### src/hw/rtl/chs_pkg.sv
// ----------------------------------------------------------------------------
// chs_pkg: shared types and constants for the compass heading/sector core
// Fixed-point widths, arctangent table and the CORDIC pipeline payload.
// ----------------------------------------------------------------------------
`default_nettype none

package chs_pkg;

  // field widths
  localparam int IN_W   = 13;   // mag_x / mag_y
  localparam int HDG_W  = 13;   // heading, 1/16 degree
  localparam int SEC_W  = 3;    // compass sector
  localparam int DECL_W = 13;   // declination offset

  // CORDIC datapath: inputs scaled by 2^12, angle in 2^-16 degree
  localparam int IN_SCALE = 12;
  localparam int XY_W     = 28;
  localparam int Z_W      = 26;
  localparam int RND_W    = Z_W - IN_SCALE;   // rounded angle, 1/16 degree
  localparam int RAW_W    = RND_W + 1;        // angle plus declination
  localparam int WRAP_W   = RAW_W + 1;        // headroom for the wrap adds

  localparam int TABLE_LEN = 24;
  localparam int ATAN_W    = 22;

  // quarter turn, 2^-16 degree
  localparam logic signed [Z_W-1:0] QUARTER_Z = Z_W'(90 * 65536);
  // rounding bias before the drop to 1/16 degree
  localparam logic signed [Z_W-1:0] ROUND_Z   = Z_W'(2048);

  // heading geometry, 1/16 degree
  localparam int FULL_TURN   = 5760;
  localparam int HALF_SECTOR = 360;
  localparam int SECTOR_SPAN = 720;
  localparam int NUM_SECTORS = 8;

  // atan(2^-i) in degrees times 65536, rounded
  localparam logic [ATAN_W-1:0] ATAN_TABLE [0:TABLE_LEN-1] = '{
    22'd2949120, 22'd1740967, 22'd919879, 22'd466945,
    22'd234379,  22'd117304,  22'd58666,  22'd29335,
    22'd14668,   22'd7334,    22'd3667,   22'd1833,
    22'd917,     22'd458,     22'd229,    22'd115,
    22'd57,      22'd29,      22'd14,     22'd7,
    22'd4,       22'd2,       22'd1,      22'd0
  };

  // payload carried through the rotation stages
  typedef struct packed {
    logic signed [XY_W-1:0] x;
    logic signed [XY_W-1:0] y;
    logic signed [Z_W-1:0]  z;
    logic                   zero;   // both axes zero: angle forced to 0
  } cordic_t;

endpackage

`default_nettype wire

### src/hw/rtl/chs_pre.sv
// ----------------------------------------------------------------------------
// chs_pre: input stage of the CORDIC pipeline
// Scales the sample, folds the left half plane by +/-90 degrees, flags zero.
// ----------------------------------------------------------------------------
`default_nettype none

module chs_pre
  import chs_pkg::*;
(
  input  wire logic                  clk,
  input  wire logic                  rst,
  input  wire logic                  in_valid,
  output logic                       in_ready,
  input  wire logic signed [IN_W-1:0] mag_x,
  input  wire logic signed [IN_W-1:0] mag_y,
  output logic                       out_valid,
  input  wire logic                  out_ready,
  output cordic_t                    out_data
);

  logic signed [XY_W-1:0] xs;
  logic signed [XY_W-1:0] ys;
  cordic_t                data_next;

  assign in_ready = !out_valid || out_ready;

  // scale by 2^12 and rotate into the right half plane
  always_comb begin
    xs = {{(XY_W-IN_W-IN_SCALE){mag_x[IN_W-1]}}, mag_x, {IN_SCALE{1'b0}}};
    ys = {{(XY_W-IN_W-IN_SCALE){mag_y[IN_W-1]}}, mag_y, {IN_SCALE{1'b0}}};
    data_next.zero = (mag_x == '0) && (mag_y == '0);
    data_next.x    = xs;
    data_next.y    = ys;
    data_next.z    = '0;
    if (xs[XY_W-1]) begin
      if (!ys[XY_W-1]) begin
        data_next.x = ys;
        data_next.y = -xs;
        data_next.z = QUARTER_Z;
      end else begin
        data_next.x = -ys;
        data_next.y = xs;
        data_next.z = -QUARTER_Z;
      end
    end
  end

  always_ff @(posedge clk) begin
    if (rst) begin
      out_valid <= 1'b0;
    end else if (in_ready) begin
      out_valid <= in_valid;
    end
  end

  always_ff @(posedge clk) begin
    if (in_valid && in_ready) begin
      out_data <= data_next;
    end
  end

endmodule

`default_nettype wire

### config.mk
export PLATFORM = sky130hd
export DESIGN_NAME = chs_pre
export DESIGN_NICKNAME = d
export VERILOG_FILES = /design/src/hw/rtl/chs_pkg.sv /design/src/hw/rtl/chs_pre.sv
export SDC_FILE = /design/constraint.sdc
export NUM_CORES = 1
export LEC_CHECK = 0
export BUFFER_PORTS_ARGS = -buffer_cell sky130_fd_sc_hd__buf_2
export CAP_MARGIN = 20
export CORE_ASPECT_RATIO = 0.5
export CORE_UTILIZATION = 42
export DETAILED_ROUTE_END_ITERATION = 10
export PLACE_DENSITY = 0.87
export SLEW_MARGIN = 10
export SYNTH_ARGS = -nofsm -noshare
export SYNTH_HDL_FRONTEND = slang
export SYNTH_SLANG_ARGS = --single-unit
### constraint.sdc
create_clock -name clk -period 1.8 [get_ports clk]
set_clock_uncertainty 0.1 [all_clocks]
set_input_delay 0.18 -clock clk [delete_from_list [all_inputs] [get_ports clk]]
set_output_delay 0.18 -clock clk [all_outputs]
set_load 0.005 [all_outputs]
==> metrics <==
Main synth FF type=edfxtp_1; # diodes=0; Leak=1.26 nW; most frequent cell after synthesis=buf_4; CTS tree=yes; Hold Path Depth=3; Synth Register Bits=36; Vias=1776; min Tclk post-route=1730 ps; full die area=5730 um2; post-synthesis sequential area ratio=47.1%; post-synthesis compound-gate area fraction=11.0%; Clock Sinks=36; Slew @ Worst Pin=488 ps; Synth area leader=edfxtp_1; fin nets=346; IO Pins=115; Final Hold Viols=0; Cell Area, Placed=2680 um2; area of the multi-input gates=962 um2; Std-Cell Rows=18; DR pass1 iterations=5; CTS max path bufs=2; Routed WL per cell=12.7 um; DR vias/cell=4.61; maxcap violations=0; Max Fanout on Critical Path=4; core footprint=5070 um2; Worst setup EP type=register; Starting Density=44.8%; WS Path Type=input port to register; FF-to-FF path depth=3; post-synthesis to final-layout area growth=24.4%; VDD IR max=0.356 mV; GPL Wtd Cong=0.819; post-synthesis mux area share=1.32%; Synth cell types=39; commonest cells in the netlist=buf_4, edfxtp_1, nor2_1; Worst-path clk slew=70 ps; fin util=55.8%; Synth top area share=46.3%; main combinational cell family by area after synthesis=buffers and inverters; Worst Hold Class=input port to register; Syn. warnings=0; Die Wd=106 um; Post-Syn Instances=227; first-pass GRT wire length=7220 um; TritonCTS Buffers=5; DRC=0; Final Max Slew Viols=0; fin cells=385; status=finished clean; Final period util=95.8%; top cells by area, synth=edfxtp_1, buf_4, a21oi_1; relative slew slack=67.2%; Die Span Y=54.0 um; Filler Cell Count=437; total wire length=4890 um; P per Cell Area=767 nW/um2; RSZ-0062 raised after global routing=no; H-tree levels=2; Clock Tree Root=clkbuf_8; XOR/XNOR Fraction of Synth Area=6.55%; Synth Cell Area=2270 um2; startpoint types=input port; FMAX=580 MHz; dpl cells=376; adder-cell share of the synthesized area=1.10%; Hold Slack=27.8 ps; CP required=1820 ps; total gr overflow=0; async set-reset flop share out of synthesis=0%; initial antenna violation count=0; Syn Area/Cell=10.0 um2; finished layout cell area=2830 um2; Total GRT Usage=16.6%; Post-synth EDFFs=35; 1st-iter DRT viols=93; I/O Buffers=73; fraction of layout cells with a size suffix above 1=35.2%; post-synthesis simple-gate area fraction=13.9%; dpl hpwl=3760 um; vias in the first global route=1537; antenna viol nets, final=0; arrival time worst endpoint=1740 ps; # setup viols final=0; Seq. cell area=1070 um2; clk_lat worst skew=290 ps; largest net degree at the start of global routing=36
flip-flops by register name (all words and copies together) (netlist names):
| register | cells |
|---|---|
| out_data | 35 |
| out_valid | 1 |
worst paths after layout:
check / start / endpoint / slack, ps
max: mag_y[0] / out_data[0]$_DFFE_PP_ / 70
min: in_valid / out_valid$_SDFFE_PP0N_ / 30
max reg2reg: out_valid$_SDFFE_PP0N_ / out_data[78]$_DFFE_PP_ / 560
min reg2reg: out_valid$_SDFFE_PP0N_ / out_valid$_SDFFE_PP0N_ / 420
per-stage QoR:
step                      setup WS, ps  TNS [ps]  power, W
after floorplan                  -22.6     -22.6   0.00129
after global placement            -182     -1000   0.00139
after detailed placement          -230     -1320   0.00141
after CTS                         68.3         0   0.00218
after global routing              18.1         0   0.00225
final                             74.9         0   0.00217
worst max-delay path, cell delays in order:
cell     delay, ps
buf_2          130
inv_4           60
ha_4           120
or4b_4         470
or4_4          570
nor4b_4        210
metal layers:
| layer | GRT usage, % | vias to the layer above | share of wire, % |
|---|---|---|---|
| met5 | 0 | - | 0 |
| met4 | 6.48 | 0 | 1.3 |
| met3 | 4.00 | 7 | 6.8 |
| met2 | 30.8 | 79 | 52 |
| met1 | 19.1 | 817 | 40 |
| li1 | - | 873 | - |
cell families (layout without fill, tap and decap cells):
group / Yosys count / after routing
buffers and inverters: 66 / 111
other: 1 / 44
XOR/XNOR: 17 / 17
flip-flops: 36 / 36
multiplexers: 3 / 3
adder cells (fa/ha/maj): 2 / 2
AND/OR/NAND/NOR: 59 / 59
AO/OA/AOI/OAI: 43 / 43
cell usage in the layout (no fill, tap or decap), types with 2 or more instances in the layout:
cell type  instances
a21oi_1           23
a31oi_1            2
buf_2             73
buf_4             20
clkbuf_8           7
conb_1            44
edfxtp_1          35
inv_1              6
inv_4              2
mux2i_1            3
nand2_1            5
nand2b_1           4
nor2_1            30
nor3_1             2
o21ai_0            9
o41ai_1            2
or3_1              4
or4b_4             2
xnor2_1            9
xor2_1             8
cell type report:
type,instances,area share (%)
Inverter,8,1.24
Multi-Input combinational cell,168,34.0
Tap cell,70,3.10
Clock buffer,7,3.41
Timing Repair Buffer,95,19.3
Sequential cell,36,37.9
Clock inverter,1,1.06
timing repair:
item	CTS	global route
gates resized for setup	0	2
setup buffers	0	0
hold buffers	1	0
endpoints found under the hold margin	1	0
endpoints found under the setup margin	0	3
power breakdown:
part / internal (W) / total, W / switching (W)
logic: 0.000169 / 0.000389 / 0.000220
registers: 0.000994 / 0.00101 / 0.0000138
clock network: 0.000489 / 0.000772 / 0.000283
total: 0.00165 / 0.00217 / 0.000517
Power figures use the tool's default switching activity.
