--- config.mk ---
export PLATFORM = sky130hd
export DESIGN_NAME = chs_cordic_stage
export DESIGN_NICKNAME = d
export VERILOG_FILES = /design/src/hw/rtl/chs_pkg.sv /design/src/hw/rtl/chs_cordic_stage.sv
export SDC_FILE = /design/constraint.sdc
export NUM_CORES = 1
export LEC_CHECK = 0
export BUFFER_PORTS_ARGS = -buffer_cell sky130_fd_sc_hd__buf_2
export CORE_ASPECT_RATIO = 0.75
export CORE_MARGIN = 8
export CORE_UTILIZATION = 55
export CTS_CLUSTER_SIZE = 30
export DETAILED_ROUTE_END_ITERATION = 8
export PLACE_DENSITY = 0.88
export SLEW_MARGIN = 30
export SYNTH_ARGS = -nofsm -noshare
export SYNTH_HDL_FRONTEND = slang
export SYNTH_SLANG_ARGS = --single-unit
--- constraint.sdc ---
create_clock -name clk -period 4.5 [get_ports clk]
set_input_delay 1.125 -clock clk [delete_from_list [all_inputs] [get_ports clk]]
set_output_delay 1.125 -clock clk [all_outputs]
set_load 0.005 [all_outputs]
--- src/hw/rtl/chs_pkg.sv ---
// ----------------------------------------------------------------------------
// chs_pkg: shared types and constants for the compass heading/sector core
// Fixed-point widths, arctangent table and the CORDIC pipeline payload.
// ----------------------------------------------------------------------------
`default_nettype none

package chs_pkg;

  // field widths
  localparam int IN_W   = 13;   // mag_x / mag_y
  localparam int HDG_W  = 13;   // heading, 1/16 degree
  localparam int SEC_W  = 3;    // compass sector
  localparam int DECL_W = 13;   // declination offset

  // CORDIC datapath: inputs scaled by 2^12, angle in 2^-16 degree
  localparam int IN_SCALE = 12;
  localparam int XY_W     = 28;
  localparam int Z_W      = 26;
  localparam int RND_W    = Z_W - IN_SCALE;   // rounded angle, 1/16 degree
  localparam int RAW_W    = RND_W + 1;        // angle plus declination
  localparam int WRAP_W   = RAW_W + 1;        // headroom for the wrap adds

  localparam int TABLE_LEN = 24;
  localparam int ATAN_W    = 22;

  // quarter turn, 2^-16 degree
  localparam logic signed [Z_W-1:0] QUARTER_Z = Z_W'(90 * 65536);
  // rounding bias before the drop to 1/16 degree
  localparam logic signed [Z_W-1:0] ROUND_Z   = Z_W'(2048);

  // heading geometry, 1/16 degree
  localparam int FULL_TURN   = 5760;
  localparam int HALF_SECTOR = 360;
  localparam int SECTOR_SPAN = 720;
  localparam int NUM_SECTORS = 8;

  // atan(2^-i) in degrees times 65536, rounded
  localparam logic [ATAN_W-1:0] ATAN_TABLE [0:TABLE_LEN-1] = '{
    22'd2949120, 22'd1740967, 22'd919879, 22'd466945,
    22'd234379,  22'd117304,  22'd58666,  22'd29335,
    22'd14668,   22'd7334,    22'd3667,   22'd1833,
    22'd917,     22'd458,     22'd229,    22'd115,
    22'd57,      22'd29,      22'd14,     22'd7,
    22'd4,       22'd2,       22'd1,      22'd0
  };

  // payload carried through the rotation stages
  typedef struct packed {
    logic signed [XY_W-1:0] x;
    logic signed [XY_W-1:0] y;
    logic signed [Z_W-1:0]  z;
    logic                   zero;   // both axes zero: angle forced to 0
  } cordic_t;

endpackage

`default_nettype wire

--- src/hw/rtl/chs_cordic_stage.sv ---
// ----------------------------------------------------------------------------
// chs_cordic_stage: one vectoring micro-rotation, registered
// Drives y toward zero and accumulates the matching arctangent into z.
// ----------------------------------------------------------------------------
`default_nettype none

module chs_cordic_stage
  import chs_pkg::*;
#(
  parameter int STAGE = 0
) (
  input  wire logic    clk,
  input  wire logic    rst,
  input  wire logic    in_valid,
  output logic         in_ready,
  input  wire cordic_t in_data,
  output logic         out_valid,
  input  wire logic    out_ready,
  output cordic_t      out_data
);

  localparam logic signed [Z_W-1:0] ATAN_Z =
    Z_W'({{(Z_W-ATAN_W){1'b0}}, ATAN_TABLE[STAGE]});

  logic signed [XY_W-1:0] x_sh;
  logic signed [XY_W-1:0] y_sh;
  cordic_t                data_next;

  assign in_ready = !out_valid || out_ready;

  // floor shifts, direction from the sign of y
  always_comb begin
    x_sh           = in_data.x >>> STAGE;
    y_sh           = in_data.y >>> STAGE;
    data_next.zero = in_data.zero;
    if (!in_data.y[XY_W-1]) begin
      data_next.x = in_data.x + y_sh;
      data_next.y = in_data.y - x_sh;
      data_next.z = in_data.z + ATAN_Z;
    end else begin
      data_next.x = in_data.x - y_sh;
      data_next.y = in_data.y + x_sh;
      data_next.z = in_data.z - ATAN_Z;
    end
  end

  always_ff @(posedge clk) begin
    if (rst) begin
      out_valid <= 1'b0;
    end else if (in_ready) begin
      out_valid <= in_valid;
    end
  end

  always_ff @(posedge clk) begin
    if (in_valid && in_ready) begin
      out_data <= data_next;
    end
  end

endmodule

`default_nettype wire

==> summary.txt <==
Drt
  • Per-cell routed wire length: 19.5 um
  • Drc violations: 0
  • Via density: 6.04
  • Antenna Nets Post-Route: 0
  • Detailed Route Iter0 Violations: 935
  • Vias: 7154
  • Total Wirelength: 23100 um
  • First-pass detailed-route iteration total: 6

Setup path
  • Setup crit end kind: flop
  • Stages on the worst setup path: 13
  • Reg-to-Reg End: out_data[22]
  • CP Data Arrival Time: 3.78 ns
  • Setup crit end: out_data[45]
  • Reg-to-Reg Start: out_valid
  • Delay-heaviest family, CP: compound AO/OA/AOI/OAI gates
  • CP max-delay cell: fa_1
  • Max stage delay on crit path: 0.39 ns
  • Critical Path Source: in_data[27]
  • Crit path kind: in2reg
  • Buf+Inv Stages, Crit Path: 3
  • Startpoint Class: input pin
  • CP Cell Sequence: buf_2 -> inv_1 -> ha_1 -> fa_1 -> nand2b_1 -> a21oi_1 -> o221ai_1 -> o21ai_0 -> buf_4 -> a31oi_1 -> nor2_1 -> o31ai_1 -> xnor2_1
  • Reg2Reg Setup Slack: 2.97 ns
  • CP Data Required Time: 4.65 ns
  • FF-to-FF path depth: 3
  • CP Max Fanout: 4

Global route
  • Vias in the first global route: 6680
  • GRT Total Usage: 24.5%
  • First-pass GRT wire length: 36000 um
  • Antenna violations before repair: 0
  • Largest net degree at the start of global routing: 64
  • Total gr overflow: 0

Finish
  • NumNets Final: 1193
  • Layout cells sized above 1: 21.5%
  • Antenna cell count: 0
  • Most common cell after layout, fill and taps aside: buf_2
  • Layout area overhead: 17.1%
  • Most frequent cells in the layout: 171 x buf_2, 98 x ha_1, 86 x a21oi_1
  • Filler Cell Count: 1121

Floorplan
  • Io pins: 172
  • Site Rows: 37
  • Die W: 152 um
  • Die Ht: 118 um
  • Die area: 18000 um^2
  • Core area: 13700 um^2
  • Initial Util: 56.2%

STA
  • Setup TNS: 0 ns
  • Tmin final: 3.63 ns
  • Achievable frequency: 0.275 GHz
  • Worst Skew: 0.00862 ns
  • Hold WS: 0.526 ns
  • Ratio of final minimum period to clock period: 80.8%
  • Actual slew at the worst max-slew pin: 0.689 ns
  • Slew Viols, Final: 0
  • Unrepaired setup endpoints after global routing: no
  • Max-Slew Margin vs Limit: 54.0%
  • Final Hold Viols: 0
  • # setup viols final: 0

Power and ir drop
  • Pwr Total: 2.69 mW
  • Max rail drop VDD: 0.167 mV
  • Pwr dens: 299 nW/um^2
  • P_leak: 4.20 nW

CTS
  • TritonCTS Buffers: 9
  • Setup Buffers After CTS: 0
  • Post-CTS sizing: 0
  • CTS Root Cell: clkbuf_16
  • Worst skew pair latency: 0.34 ns
  • Clock sink count: 83
  • CTS tree: built
  • CTS max path bufs: 2
  • H-tree depth: 3
  • Clk slew on worst S/H paths: 0.07 ns
  • # hold bufs at CTS: 0

Placement
  • Final GP Congestion: 0.995
  • DPL Wire Length: 18800 um
  • Number of buffers added on ports: 171

Synthesis
  • Post-synthesis cell type count: 69
  • Syn Inst Count: 847
  • Cell area after synthesis: 7680 um^2
  • Post-synthesis sequential area ratio: 32.3%
  • #FFs+latches synth: 83
  • Syn nets: 1036
  • Synth Area per Inst: 9.06 um^2
  • Yosys warning total: 0
  • Async S/R FF share, synth: 0%
  • Post-synth EDFFs: 82
  • Synth Flop Type: edfxtp_1

Hold path
  • HP Class: reg2reg

Run
  • Max Cap Viol: 0

Outcome
  • Outcome: complete, no violations
[per-layer routing]
metal / wire, um / up-vias / track usage (%)
li1: - / 3348 / -
met1: 10400 / 3301 / 35.6
met2: 9250 / 477 / 34.9
met3: 3200 / 28 / 8.05
met4: 244 / 0 / 4.50
met5: 0 / - / 0
[state kept, by name, summed over array words and instances (netlist names)]
name       count
out_data      82
out_valid      1
[synth_stat cells (9+ instances only)]
| master | number | area [um^2] |
|---|---|---|
| o21ai_0 | 40 | 200 |
| o211ai_1 | 9 | 67.6 |
| a21oi_1 | 86 | 430 |
| nand3_1 | 18 | 90.1 |
| buf_1 | 11 | 41.3 |
| edfxtp_1 | 82 | 2460 |
| mux2i_1 | 15 | 150 |
| nand2b_1 | 11 | 68.8 |
| o21bai_1 | 16 | 120 |
| nor3_1 | 23 | 115 |
| nor2_1 | 64 | 240 |
| xnor2_1 | 45 | 394 |
| clkbuf_1 | 12 | 45.0 |
| nand2_1 | 40 | 150 |
| a21o_1 | 27 | 203 |
| buf_2 | 11 | 55.1 |
| xor2_1 | 14 | 123 |
| inv_1 | 84 | 315 |
| nor2b_1 | 10 | 62.6 |
| ha_1 | 98 | 1230 |
[per-stage QoR]
step | setup WS, ns | cell area, um^2 | std cells | util, %
floorplan | 0.849 | 7680 | 847 | -
global placement | 0.601 | 8670 | 1167 | 63.5
detailed placement | 0.558 | 8700 | 1168 | 63.7
CTS | 0.922 | 8990 | 1184 | 65.9
global route | 0.731 | 8990 | 1184 | 65.9
finish | 0.866 | 8990 | 1184 | 65.9
[where the power goes]
group | switching (mW) | internal (mW) | leakage (nW)
registers | 0.0229 | 0.981 | 0.802
clock network | 0.332 | 0.389 | 0.139
logic | 0.589 | 0.376 | 3.26
total | 0.944 | 1.75 | 4.20
[worst register-to-register path, stage by stage (launching register included)]
cell	delay, ns
dfxtp_1	0.31
nand2b_1	0.10
and2_4	0.45
buf_16	0.33
[area by class of cell]
| class | instances | area, um^2 | area share, % |
|---|---|---|---|
| repair buffers | 183 | 966 | 10.7 |
| well taps | 175 | 219 | 2.43 |
| inverters | 89 | 334 | 3.71 |
| multi-input cells | 638 | 4700 | 52.2 |
| clock inverters | 7 | 71.3 | 0.793 |
| flip-flops and latches | 83 | 2480 | 27.6 |
| clock buffers | 9 | 225 | 2.50 |
[worst min-delay path by stage]
| stage | startpoint | to | slack, ns | cells after the start |
|---|---|---|---|---|
| 4_1_cts | out_valid | out_valid | 0.53 | 2 |
| 5_1_grt | out_valid | out_valid | 0.57 | 2 |
| 6_report | out_valid | out_valid | 0.53 | 2 |
| 3_5_place_dp | out_valid | out_valid | 0.52 | 2 |
| 3_3_place_gp | out_valid | out_valid | 0.50 | 2 |
| 2_1_floorplan | out_valid | out_valid | 0.52 | 2 |
[kinds of logic after synthesis]
family / after synthesis / share of synthesized area, %
adders and majority gates: 102 / 17.0
muxes: 15 / 1.96
xor gates and xnor gates: 59 / 6.73
buffers and inverters: 126 / 6.53
and+or+nand+nor: 198 / 12.3
DFF: 83 / 32.3
AOI/OAI and AO/OA: 264 / 23.1
Note: power is estimated with default switching activity, not from simulation.
