### src/hw/rtl/chs_pkg.sv
// ----------------------------------------------------------------------------
// chs_pkg: shared types and constants for the compass heading/sector core
// Fixed-point widths, arctangent table and the CORDIC pipeline payload.
// ----------------------------------------------------------------------------
`default_nettype none

package chs_pkg;

  // field widths
  localparam int IN_W   = 13;   // mag_x / mag_y
  localparam int HDG_W  = 13;   // heading, 1/16 degree
  localparam int SEC_W  = 3;    // compass sector
  localparam int DECL_W = 13;   // declination offset

  // CORDIC datapath: inputs scaled by 2^12, angle in 2^-16 degree
  localparam int IN_SCALE = 12;
  localparam int XY_W     = 28;
  localparam int Z_W      = 26;
  localparam int RND_W    = Z_W - IN_SCALE;   // rounded angle, 1/16 degree
  localparam int RAW_W    = RND_W + 1;        // angle plus declination
  localparam int WRAP_W   = RAW_W + 1;        // headroom for the wrap adds

  localparam int TABLE_LEN = 24;
  localparam int ATAN_W    = 22;

  // quarter turn, 2^-16 degree
  localparam logic signed [Z_W-1:0] QUARTER_Z = Z_W'(90 * 65536);
  // rounding bias before the drop to 1/16 degree
  localparam logic signed [Z_W-1:0] ROUND_Z   = Z_W'(2048);

  // heading geometry, 1/16 degree
  localparam int FULL_TURN   = 5760;
  localparam int HALF_SECTOR = 360;
  localparam int SECTOR_SPAN = 720;
  localparam int NUM_SECTORS = 8;

  // atan(2^-i) in degrees times 65536, rounded
  localparam logic [ATAN_W-1:0] ATAN_TABLE [0:TABLE_LEN-1] = '{
    22'd2949120, 22'd1740967, 22'd919879, 22'd466945,
    22'd234379,  22'd117304,  22'd58666,  22'd29335,
    22'd14668,   22'd7334,    22'd3667,   22'd1833,
    22'd917,     22'd458,     22'd229,    22'd115,
    22'd57,      22'd29,      22'd14,     22'd7,
    22'd4,       22'd2,       22'd1,      22'd0
  };

  // payload carried through the rotation stages
  typedef struct packed {
    logic signed [XY_W-1:0] x;
    logic signed [XY_W-1:0] y;
    logic signed [Z_W-1:0]  z;
    logic                   zero;   // both axes zero: angle forced to 0
  } cordic_t;

endpackage

`default_nettype wire

### src/hw/rtl/chs_post.sv
// ----------------------------------------------------------------------------
// chs_post: heading back end, three register stages
// Round and add declination, wrap into one turn, then pick the sector.
// ----------------------------------------------------------------------------
`default_nettype none

module chs_post
  import chs_pkg::*;
(
  input  wire logic                    clk,
  input  wire logic                    rst,
  input  wire logic signed [DECL_W-1:0] declination_offset,
  input  wire logic                    in_valid,
  output logic                         in_ready,
  input  wire cordic_t                 in_data,
  output logic                         out_valid,
  input  wire logic                    out_ready,
  output logic [HDG_W-1:0]             heading,
  output logic [SEC_W-1:0]             sector
);

  // stage A: rounded angle plus declination
  logic                     raw_valid;
  logic                     raw_ready;
  logic signed [RAW_W-1:0]  raw_hdg;
  logic signed [Z_W-1:0]    z_bias;
  logic signed [RAW_W-1:0]  raw_next;

  // stage B: wrapped heading
  logic                     wrap_valid;
  logic                     wrap_ready;
  logic [HDG_W-1:0]         wrap_hdg;
  logic signed [WRAP_W-1:0] raw_ext;
  logic signed [WRAP_W-1:0] wrap_next;

  logic [SEC_W-1:0]         sector_next;

  assign in_ready   = !raw_valid || raw_ready;
  assign raw_ready  = !wrap_valid || wrap_ready;
  assign wrap_ready = !out_valid || out_ready;

  // round to 1/16 degree (floor shift after bias), add declination
  always_comb begin
    z_bias   = (in_data.zero ? '0 : in_data.z) + ROUND_Z;
    raw_next = {z_bias[Z_W-1], z_bias[Z_W-1:IN_SCALE]}
             + {{(RAW_W-DECL_W){declination_offset[DECL_W-1]}}, declination_offset};
  end

  always_ff @(posedge clk) begin
    if (rst) begin
      raw_valid <= 1'b0;
    end else if (in_ready) begin
      raw_valid <= in_valid;
    end
  end

  always_ff @(posedge clk) begin
    if (in_valid && in_ready) begin
      raw_hdg <= raw_next;
    end
  end

  // wrap into [0, FULL_TURN): at most two turns below, one above
  always_comb begin
    raw_ext = {raw_hdg[RAW_W-1], raw_hdg};
    if (raw_ext < -WRAP_W'(FULL_TURN)) begin
      wrap_next = raw_ext + WRAP_W'(2 * FULL_TURN);
    end else if (raw_ext < 0) begin
      wrap_next = raw_ext + WRAP_W'(FULL_TURN);
    end else if (raw_ext >= WRAP_W'(FULL_TURN)) begin
      wrap_next = raw_ext - WRAP_W'(FULL_TURN);
    end else begin
      wrap_next = raw_ext;
    end
  end

  always_ff @(posedge clk) begin
    if (rst) begin
      wrap_valid <= 1'b0;
    end else if (raw_ready) begin
      wrap_valid <= raw_valid;
    end
  end

  always_ff @(posedge clk) begin
    if (raw_valid && raw_ready) begin
      wrap_hdg <= wrap_next[HDG_W-1:0];
    end
  end

  // sector boundaries at half a sector plus whole sectors; top one folds to N
  always_comb begin
    sector_next = '0;
    for (int k = 1; k < NUM_SECTORS; k++) begin
      if (wrap_hdg >= HDG_W'(k * SECTOR_SPAN - HALF_SECTOR)) begin
        sector_next = SEC_W'(k);
      end
    end
    if (wrap_hdg >= HDG_W'(FULL_TURN - HALF_SECTOR)) begin
      sector_next = '0;
    end
  end

  always_ff @(posedge clk) begin
    if (rst) begin
      out_valid <= 1'b0;
    end else if (wrap_ready) begin
      out_valid <= wrap_valid;
    end
  end

  always_ff @(posedge clk) begin
    if (wrap_valid && wrap_ready) begin
      heading <= wrap_hdg;
      sector  <= sector_next;
    end
  end

endmodule

`default_nettype wire

### config.mk
export PLATFORM = sky130hd
export DESIGN_NAME = chs_post
export DESIGN_NICKNAME = d
export VERILOG_FILES = /design/src/hw/rtl/chs_pkg.sv /design/src/hw/rtl/chs_post.sv
export SDC_FILE = /design/constraint.sdc
export NUM_CORES = 1
export LEC_CHECK = 0
export BUFFER_PORTS_ARGS = -buffer_cell sky130_fd_sc_hd__buf_2
export CAP_MARGIN = 20
export CORE_ASPECT_RATIO = 0.75
export CORE_MARGIN = 2
export CORE_UTILIZATION = 25
export CTS_CLUSTER_DIAMETER = 150
export DETAILED_ROUTE_END_ITERATION = 10
export SYNTH_ARGS = -nofsm -noshare
export SYNTH_HDL_FRONTEND = slang
export SYNTH_SLANG_ARGS = --single-unit
export TNS_END_PERCENT = 50
### constraint.sdc
create_clock -name clk -period 4.64 [get_ports clk]
set_input_delay 1.392 -clock clk [delete_from_list [all_inputs] [get_ports clk]]
set_output_delay 1.392 -clock clk [all_outputs]
set_load 0.02 [all_outputs]
==> summary.md, run 1 <==
| Metric | Value |
|---|---|
| Status | finished clean |
| Register area share after synthesis | 45.9% |
| Worst reg-to-reg path cell count | 7 |
| Post-CTS Resized | 0 |
| Mean Syn Cell Area | 10.5 um2 |
| Port bufs | 50 |
| Clk_skew | 0.00356 ns |
| Overall power | 1.16 mW |
| Final number of setup-violating endpoints | 0 |
| Overall routed net length | 5480 um |
| RSZ-0062 raised after global routing | false |
| Wire per inst | 10.9 um |
| Largest net degree at the start of global routing | 18 |
| Drt drc | 0 |
| Worst R2R Start | raw_hdg[8] |
| Synth Register Bits | 47 |
| Pleak | 1.40 nW |
| Worst endpoint required time | 4.66 ns |
| H-tree depth | 2 |
| Routability cong. | 0.793 |
| Initial Util | 25.8% |
| Count of flip-flops with a built-in enable after synthesis | 44 |
| Most used cell, CP | a21oi_1 |
| Buf/Inv on CP | 1 |
| Max IR drop VDD | 0.130 mV |
| Post-synth ARST share | 0% |
| Crit-path leading delay family | compound AO/OA/AOI/OAI gates |
| DRT antenna net count | 0 |
| Fill count | 1,232 |
| Root buffer cell | clkbuf_16 |
| Nets@finish | 467 |
| Crit end category | flip-flop |
| Worst Max-Slew Pin Slew | 0.395 ns |
| Post-Syn Nets | 414 |
| Largest stage delay, worst path | 0.36 ns |
| CP max-delay cell | or3_1 |
| Clock transition time at the flip-flop clock pins of the worst setup and hold paths | 0.06 ns |
| Total gr overflow | 0 |
| Clk_lat worst skew | 0.28 ns |
| Die Wd | 131 um |
| Clk sink count | 47 |
| Netlist cell types | 45 |
| CTS tree | built |
| # rows | 34 |
| First-pass DRT Iterations | 4 |
| Synthesized area | 0.00301 mm2 |
| Synth-to-layout area growth | 19.0% |
| Postcts setup bufs | 0 |
| Crit-path cells | buf_2, nor2b_1, nand4_1, or3_1, a21oi_1, ha_1, a21oi_1, o211ai_1, a221oi_2, o21ai_0, xor2_1 |
| Fmax | 258 MHz |
| Vias/cell | 4.46 |
| Antenna cells | 0 |
| Tmin final | 3.88 ns |
| Number of cells on the critical path | 11 |
| Max Slew Vio Count | 0 |
| Critical path launch point type | input port |
| Maximum fanout along the worst path | 17 |
| Worst setup endpoint | raw_hdg[11] |
| # hold bufs at CTS | 0 |
| Dominant synthesized flop cell | edfxtp_1 |
| Setup TNS | 0 ns |
| Layout cells sized above 1 | 19.0% |
| Max cap viols | 0 |
| Wire length of the first global-routing pass | 9250 um |
| CP Launch Point | in_data[0] |
| Post-Place Cells | 495 |
| Slew HR | 73.4% |
| Die span in y | 99.0 um |
| # IOs | 118 |
| Post-route non-filler standard cell count | 504 |
| Worst setup path class | input port to flip-flop |
| Count of warnings emitted by yosys | 0 |
| Hold Crit Class | flip-flop to flip-flop |
| Vias in the first global route | 2,050 |
| Initial antenna violation count | 0 |
| DP HPWL | 4370 um |
| Power per cell area | 325 mW/mm2 |
| FF-to-FF End | wrap_hdg[8] |
| Starting DRT DRC Count | 80 |
| Clock Path Buffers | 2 |
| Yosys top cell area share | 43.9% |
| Reg2reg setup slack | 2.45 ns |
| Part of the cycle the worst path needs | 83.5% |
| Core Area | 0.0117 mm2 |
| Syn Inst Count | 288 |
| Crit path DAT | 3.90 ns |
| GRT Total Usage | 8.72% |
| Via Count | 2,249 |
| Fin. Hold Viols | 0 |
| CTS buffer count | 5 |
| Top cells by area, synth | edfxtp_1 (44%), ha_1 (10%), xnor2_1 (5.2%), nor2_1 (3.9%), a21oi_1 (3.7%) |
| Dominant cell type by area after synthesis | edfxtp_1 |
| Die area | 0.0129 mm2 |
Yosys cell counts, types with 5 or more instances:
master and n:
o211ai_1 6, nor2_1 31, xor2_1 10, inv_1 7
nor2b_1 8, or3_1 5, edfxtp_1 44, nand2_1 21
o21ai_0 15, xnor2_1 18, nand3_1 12, ha_1 25
clkbuf_1 5, a21oi_1 22
flip-flops by register name, summed over array words and instances, names as in the netlist:
| name | cells |
|---|---|
| wrap_hdg | 13 |
| out_valid | 1 |
| wrap_valid | 1 |
| raw_valid | 1 |
| sector | 3 |
| raw_hdg | 15 |
| heading | 13 |
routing by layer:
metal	global-route usage, %	wire [um]
met1	12.3	2860
met2	13.0	2210
met3	2.50	359
met4	2.45	42
met5	0	0
report_power, final:
group          total [mW]  leakage, nW  internal [mW]  switching [mW]
Sequential          0.579        0.441          0.527          0.0525
Combinational       0.261        0.890          0.122           0.139
Clock               0.324       0.0659          0.196           0.129
cell type report:
| class | instances | area, um2 | area share, % |
|---|---|---|---|
| multi-input combinational | 227 | 1560 | 43.6 |
| sequential | 47 | 1380 | 38.6 |
| timing repair buffer | 53 | 273 | 7.62 |
| tap | 162 | 203 | 5.66 |
| clock buffer | 6 | 129 | 3.60 |
| inverter | 7 | 26.3 | 0.734 |
| clock inverter | 2 | 7.51 | 0.210 |
worst min-delay path by stage:
stage | start | to | slack [ns] | cells past startpoint
2_1_floorplan | wrap_hdg[0] | heading[0] | 0.40 | 0
3_3_place_gp | wrap_hdg[1] | heading[1] | 0.41 | 0
3_5_place_dp | wrap_hdg[1] | heading[1] | 0.41 | 0
4_1_cts | wrap_hdg[1] | heading[1] | 0.42 | 0
5_1_grt | wrap_hdg[1] | heading[1] | 0.43 | 0
6_report | wrap_hdg[1] | heading[1] | 0.42 | 0
layout by cell type, fill, tap and decap left out, types with 2 or more instances in the layout:
cell type	instances
o41ai_1	3
o21ai_0	15
a21o_1	4
xnor2_1	18
edfxtp_1	44
inv_1	7
o31ai_1	2
nand2b_1	3
nor2_1	31
o211ai_1	6
ha_1	25
a31oi_1	4
buf_2	50
a21oi_1	22
nand3_1	12
clkinv_1	2
xor2_1	10
nor2b_1	8
and3_1	4
a211oi_1	4
clkbuf_16	5
nor3_1	4
nand2_1	21
nand4_1	4
o21a_1	2
or3_1	5
dfxtp_1	3
o2bb2ai_1	2
buf_4	3
logic make-up (layout without fill, tap and decap cells):
kind of cell	after synthesis	count (layout)	synth area share (%)
AOI/OAI and AO/OA	76	76	17.1
xor gates and xnor gates	28	28	8.15
adders and majority gates	26	26	11.1
buffers and inverters	14	68	2.24
DFF	47	47	45.9
muxes	2	2	0.707
and+or+nand+nor	95	95	14.9
stage by stage:
step                utilization, %  worst slack [ns]  hold slack, ns  cell area (um2)
global route                  30.7             0.526           0.429             3580
CTS                           30.7             0.755           0.417             3570
detailed placement            29.5             0.474           0.405             3440
finish                        30.7             0.763           0.417             3580
global placement              29.5             0.454           0.410             3440
floorplan                        -             0.883           0.400             3010
(Power assumes the default switching activity.)
==> run 2, diff against run 1 <==
Clock period 4.64 ns to 3.2 ns, I/O delays scaled along.
==> summary.md, run 2 (synthesis results as in run 1) <==
| Metric | Value |
|---|---|
| Status | finished clean |
| Setup TNS | 0 ns (unchanged) |
| Hold_ws | 0.430 ns (+0.0126 ns) |
| Vias/cell | 4.33 (-2.9%) |
| CTS buffer count | 5 (unchanged) |
| Crit path DAT | 3.07 ns (-0.83 ns) |
| Wire length of the first global-routing pass | 9860 um (+6.6%) |
| Part of the cycle the worst path needs | 95.0% |
| Utilization after layout | 33.5% (+2.7 points) |
| Max FFs per register | 15 (unchanged) |
| Synth-to-layout area growth | 29.6% |
| Tmin final | 3.04 ns |
| Max Slew Vio Count | 0 (unchanged) |
| H-tree depth | 2 (unchanged) |
| Die area | 0.0129 mm2 (unchanged) |
| Postcts setup bufs | 0 (unchanged) |
| # hold bufs at CTS | 0 (unchanged) |
| Design area | 0.00390 mm2 (+8.9%) |
| Root buffer cell | clkbuf_16 |
| Starting DRT DRC Count | 102 (+28%) |
| Crit end category | flip-flop |
| Commonest non-fill, non-tap cell in the layout | buf_2 |
| Vias in the first global route | 2,182 (+6.4%) |
| Power per cell area | 448 mW/mm2 (+38%) |
| Post-Place Worst Slack | -0.313 ns (-0.787 ns) |
| Most frequent cells in the layout | buf_2 (50), edfxtp_1 (44), buf_4 (39), nor2_1 (31), ha_1 (24) |
| Drt drc | 0 (unchanged) |
| CTS tree | built |
| Clk sink count | 47 (unchanged) |
| Fmax | 329 MHz |
| Critical path launch point type | input port |
| Clock Path Buffers | 2 (unchanged) |
| DP HPWL | 4600 um (+5.4%) |
| GRT Total Usage | 9.24% (+0.52 points) |
| DP Area | 0.00372 mm2 (+8.2%) |
| Slew HR | 75.0% (+1.6 points) |
| Total gr overflow | 0 (unchanged) |
| Routability cong. | 0.800 (+0.93%) |
| Max cap viols | 0 (unchanged) |
| Core Area | 0.0117 mm2 (unchanged) |
| Clock transition time at the flip-flop clock pins of the worst setup and hold paths | 0.06 ns (about the same) |
| Max IR drop VDD | 0.214 mV (+65%) |
| Antenna cells | 0 (unchanged) |
| Largest registers | raw_hdg (15), heading (13), wrap_hdg (13) |
| Clk_skew | 0.00254 ns (-0.00102 ns) |
| Pleak | 1.59 nW (+14%) |
| Overall routed net length | 5710 um (+4.1%) |
| Via Count | 2,339 (+4.0%) |
| Hold Crit Class | flip-flop to flip-flop |
| # IOs | 118 (unchanged) |
| Nets@finish | 503 (+7.7%) |
| # rows | 34 (unchanged) |
| Layout cells sized above 1 | 29.9% (+11 points) |
| Final number of setup-violating endpoints | 0 (unchanged) |
| Clk_lat worst skew | 0.28 ns (about the same) |
| Initial Util | 25.8% (unchanged) |
| Initial antenna violation count | 0 (unchanged) |
| Die Wd | 131 um (unchanged) |
| Reg2reg setup slack | 0.95 ns (-1.50 ns) |
| PnR worst setup slack | 0.159 ns (-0.605 ns) |
| Post-Place Cells | 532 (+7.5%) |
| Die span in y | 99.0 um (unchanged) |
| Worst endpoint required time | 3.23 ns (-1.43 ns) |
| Worst Max-Slew Pin Slew | 0.375 ns (-0.0193 ns) |
| First-pass DRT Iterations | 4 (unchanged) |
| Post-route non-filler standard cell count | 540 (+7.1%) |
| Maximum fanout along the worst path | 4 (-13) |
| Wire per inst | 10.6 um (-2.8%) |
| Overall power | 1.75 mW (+50%) |
| DRT antenna net count | 0 (unchanged) |
| Port bufs | 50 (unchanged) |
| Worst setup path class | input port to flip-flop |
| RSZ-0062 raised after global routing | false |
| Fin. Hold Viols | 0 (unchanged) |
| Largest net degree at the start of global routing | 17 (-1) |
| Largest Register | raw_hdg |
run 2: worst max-delay path: stages:
cell      delay (ns)
buf_2           0.13
nor2b_1         0.13
ha_2            0.24
and3_4          0.22
and3_1          0.17
xnor2_1         0.11
nor2_1          0.07
ha_1            0.31
nand2_1         0.08
a21oi_1         0.05
a221oi_2        0.33
o21ai_1         0.11
xor2_1          0.14
run 2: what timing repair did:
action                                  in CTS  in global routing
resized for setup                            1                 11
pin swaps                                    1                  2
endpoints found under the setup margin       1                  6
cloned                                       0                  0
run 2: final cells by class:
| type | count | area, um2 |
|---|---|---|
| timing repair buffer | 89 | 543 |
| clock buffer | 5 | 125 |
| inverter | 7 | 26.3 |
| fill | 1219 | 7750 |
| clock inverter | 3 | 15.0 |
| tap | 162 | 203 |
| multi-input combinational | 227 | 1610 |
| sequential | 47 | 1380 |
run 2: metal layers:
layer,up-vias,share of wire [%],routed length (um),GRT usage [%]
li1,1244,-,-,-
met3,7,5.9,335,2.33
met2,63,40,2290,13.1
met4,0,1.0,57,2.21
met1,1025,53,3020,14.0
met5,-,0,0,0
run 2: worst paths after layout:
check,start,endpoint,cells past startpoint
worst max-delay path,in_data[0],raw_hdg[11],13
worst min-delay path,wrap_hdg[2],heading[2],0
worst max register to register,raw_hdg[8],wrap_hdg[8],7
worst min register to register,wrap_hdg[2],heading[2],0
run 2: power breakdown:
part / switching (mW) / internal (mW)
registers: 0.0747 / 0.764
logic: 0.213 / 0.216
clock network: 0.198 / 0.284
total: 0.485 / 1.26
==> run 3, diff against run 2 <==
Settings changed: PLACE_DENSITY from default to 0.54.
==> summary.md, run 3 (synthesis results as in run 1) <==
| Metric | Value |
|---|---|
| Status | finished clean |
| Via Count | 2,359 (+0.86%) |
| Part of the cycle the worst path needs | 95.8% (+0.74 points) |
| Hold Crit Class | flip-flop to flip-flop |
| DP HPWL | 4650 um (+0.94%) |
| Starting DRT DRC Count | 100 (-2.0%) |
| Max FFs per register | 15 (unchanged) |
| Tmin final | 3.06 ns (+0.0236 ns) |
| PnR worst setup slack | 0.135 ns (-0.0236 ns) |
| Fill count | 1,192 (-2.2%) |
| Die span in y | 99.0 um (unchanged) |
| Initial antenna violation count | 0 (unchanged) |
| Final number of setup-violating endpoints | 0 (unchanged) |
| RSZ-0062 raised after global routing | true |
| Fmax | 326 MHz (-0.77%) |
| Post-route non-filler standard cell count | 541 (+0.19%) |
| # rows | 34 (unchanged) |
| CP Launch Point | in_data[0] |
| Nets@finish | 504 (+0.20%) |
| Max IR drop VDD | 0.190 mV (-11%) |
| DRT antenna net count | 0 (unchanged) |
| Worst Max-Slew Pin Slew | 0.366 ns (-0.00953 ns) |
| Vias/cell | 4.36 (+0.67%) |
| Reg2reg setup slack | 1.00 ns (+0.05 ns) |
| Post-Place Worst Slack | -0.354 ns (-0.0411 ns) |
| # IOs | 118 (unchanged) |
| Internal | 1.35 mW (+7.1%) |
| Slew HR | 75.6% (+0.64 points) |
| Drt drc | 0 (unchanged) |
| Largest Register | raw_hdg |
| Clock share of power | 30.9% (+3.3 points) |
| Layout cells sized above 1 | 31.1% (+1.2 points) |
| Synth-to-layout area growth | 31.7% |
| Max Slew Vio Count | 0 (unchanged) |
| Comb pwr share | 23.9% (-0.6 points) |
| Most frequent cells in the layout | buf_2 (50), edfxtp_1 (44), buf_4 (40), nor2_1 (31), ha_1 (23) |
| Reg power frac | 45.2% (-2.7 points) |
| Crit path DAT | 3.10 ns (+0.03 ns) |
| FF-to-FF End | wrap_hdg[8] |
| Largest stage delay, worst path | 0.34 ns (about the same) |
| # hold bufs at CTS | 0 (unchanged) |
| H-tree depth | 2 (unchanged) |
| Power per cell area | 468 mW/mm2 (+4.3%) |
| Worst setup endpoint | raw_hdg[11] |
| Die area | 0.0129 mm2 (unchanged) |
| Critical path launch point type | input port |
| Total gr overflow | 0 (unchanged) |
| CP max-delay cell | a221oi_2 |
| Maximum fanout along the worst path | 4 (unchanged) |
| Clk_lat worst skew | 0.28 ns (about the same) |
| Worst reg-to-reg path cell count | 7 (unchanged) |
| Core Area | 0.0117 mm2 (unchanged) |
| Setup TNS | 0 ns (unchanged) |
| Overall power | 1.85 mW (+6.0%) |
| Worst R2R Start | raw_hdg[8] |
| DP Area | 0.00371 mm2 (-0.20%) |
| Post-Place Cells | 531 (-0.19%) |
| GRT Total Usage | 9.28% (+0.038 points) |
| WHS Path Cells | 0 (unchanged) |
| Die Wd | 131 um (unchanged) |
| Routability cong. | 0.780 (-2.5%) |
| Root buffer cell | clkbuf_16 |
| Pleak | 1.60 nW (+0.85%) |
| Fin. Hold Viols | 0 (unchanged) |
| Crit-path cells | buf_2, nor2b_1, ha_2, and3_4, and3_1, xnor2_1, nor2_1, ha_1, nand2_1, a21oi_1, a221oi_2, o21ai_1, xor2_1 |
| Clk_skew | 0.00270 ns (+0.000161 ns) |
| Antenna cells | 0 (unchanged) |
| Overall routed net length | 5880 um (+3.0%) |
| Clk sink count | 47 (unchanged) |
| Design area | 0.00397 mm2 (+1.6%) |
| Wire length of the first global-routing pass | 9920 um (+0.63%) |
| Wire per inst | 10.9 um (+2.8%) |
| Largest net degree at the start of global routing | 17 (unchanged) |
| Port bufs | 50 (unchanged) |
| Clock transition time at the flip-flop clock pins of the worst setup and hold paths | 0.06 ns (about the same) |
| Sw Ratio | 27.0% (-0.72 points) |
| Crit end category | flip-flop |
| Sw Pwr | 0.501 mW (+3.3%) |
| Largest registers | raw_hdg (15), heading (13), wrap_hdg (13) |
| Vias in the first global route | 2,248 (+3.0%) |
| CTS tree | built |
| CTS buffer count | 5 (unchanged) |
| Worst endpoint required time | 3.23 ns (about the same) |
| Clock Path Buffers | 2 (unchanged) |
| Commonest non-fill, non-tap cell in the layout | buf_2 |
| First-pass DRT Iterations | 4 (unchanged) |
| Max cap viols | 0 (unchanged) |
| Initial Util | 25.8% (unchanged) |
| Worst setup path class | input port to flip-flop |
[run 3: worst min-delay path by stage]
stage / end / from
2_1_floorplan: heading[0] / wrap_hdg[0]
3_3_place_gp: heading[2] / wrap_hdg[2]
3_5_place_dp: heading[2] / wrap_hdg[2]
4_1_cts: heading[2] / wrap_hdg[2]
5_1_grt: heading[1] / wrap_hdg[1]
6_report: heading[0] / wrap_hdg[0]
[run 3: power groups by stage]
stage               sequential [mW]  combinational [mW]  clock [mW]
global placement              0.849               0.418           0
floorplan                     0.824               0.306           0
global route                  0.849               0.496       0.613
finish                        0.839               0.444       0.573
CTS                           0.837               0.429       0.589
detailed placement            0.850               0.424           0
[run 3: layout make-up]
| class | instances | area (um2) | area share [%] |
|---|---|---|---|
| Clock buffer | 5 | 125 | 3.16 |
| Multi-Input combinational cell | 227 | 1640 | 41.2 |
| Inverter | 7 | 26.3 | 0.663 |
| Tap cell | 162 | 203 | 5.11 |
| Timing Repair Buffer | 90 | 551 | 13.9 |
| Sequential cell | 47 | 1380 | 34.8 |
| Clock inverter | 3 | 43.8 | 1.10 |
[run 3: layer usage]
layer  up-vias  GRT usage (%)  part of all wire, %
li1       1255              -                    -
met1      1033           13.5                   53
met2        64           13.6                   40
met3         7           2.17                  5.9
met4         0           2.86                 0.94
met5         -              0                    0
[run 3: repair_timing]
action,4_1_cts,5_1_grt
setup endpoints to repair,3,6
pin swaps,0,7
resized for setup,2,15
buffers inserted,0,2
[run 3: stage by stage]
step / hold slack (ns) / utilization (%)
floorplan: 0.400 / -
global placement: 0.406 / 31.8
detailed placement: 0.406 / 31.8
CTS: 0.421 / 33.3
global route: 0.433 / 34.0
finish: 0.421 / 34.0
[run 3: critical path, delay by kind of cell]
family / cells / cell delay, ns
AO/OA/AOI/OAI: 3 / 0.53
buffers and inverters: 1 / 0.14
adder cells (fa/ha/maj): 2 / 0.54
XOR/XNOR: 2 / 0.27
AND/OR/NAND/NOR: 5 / 0.66
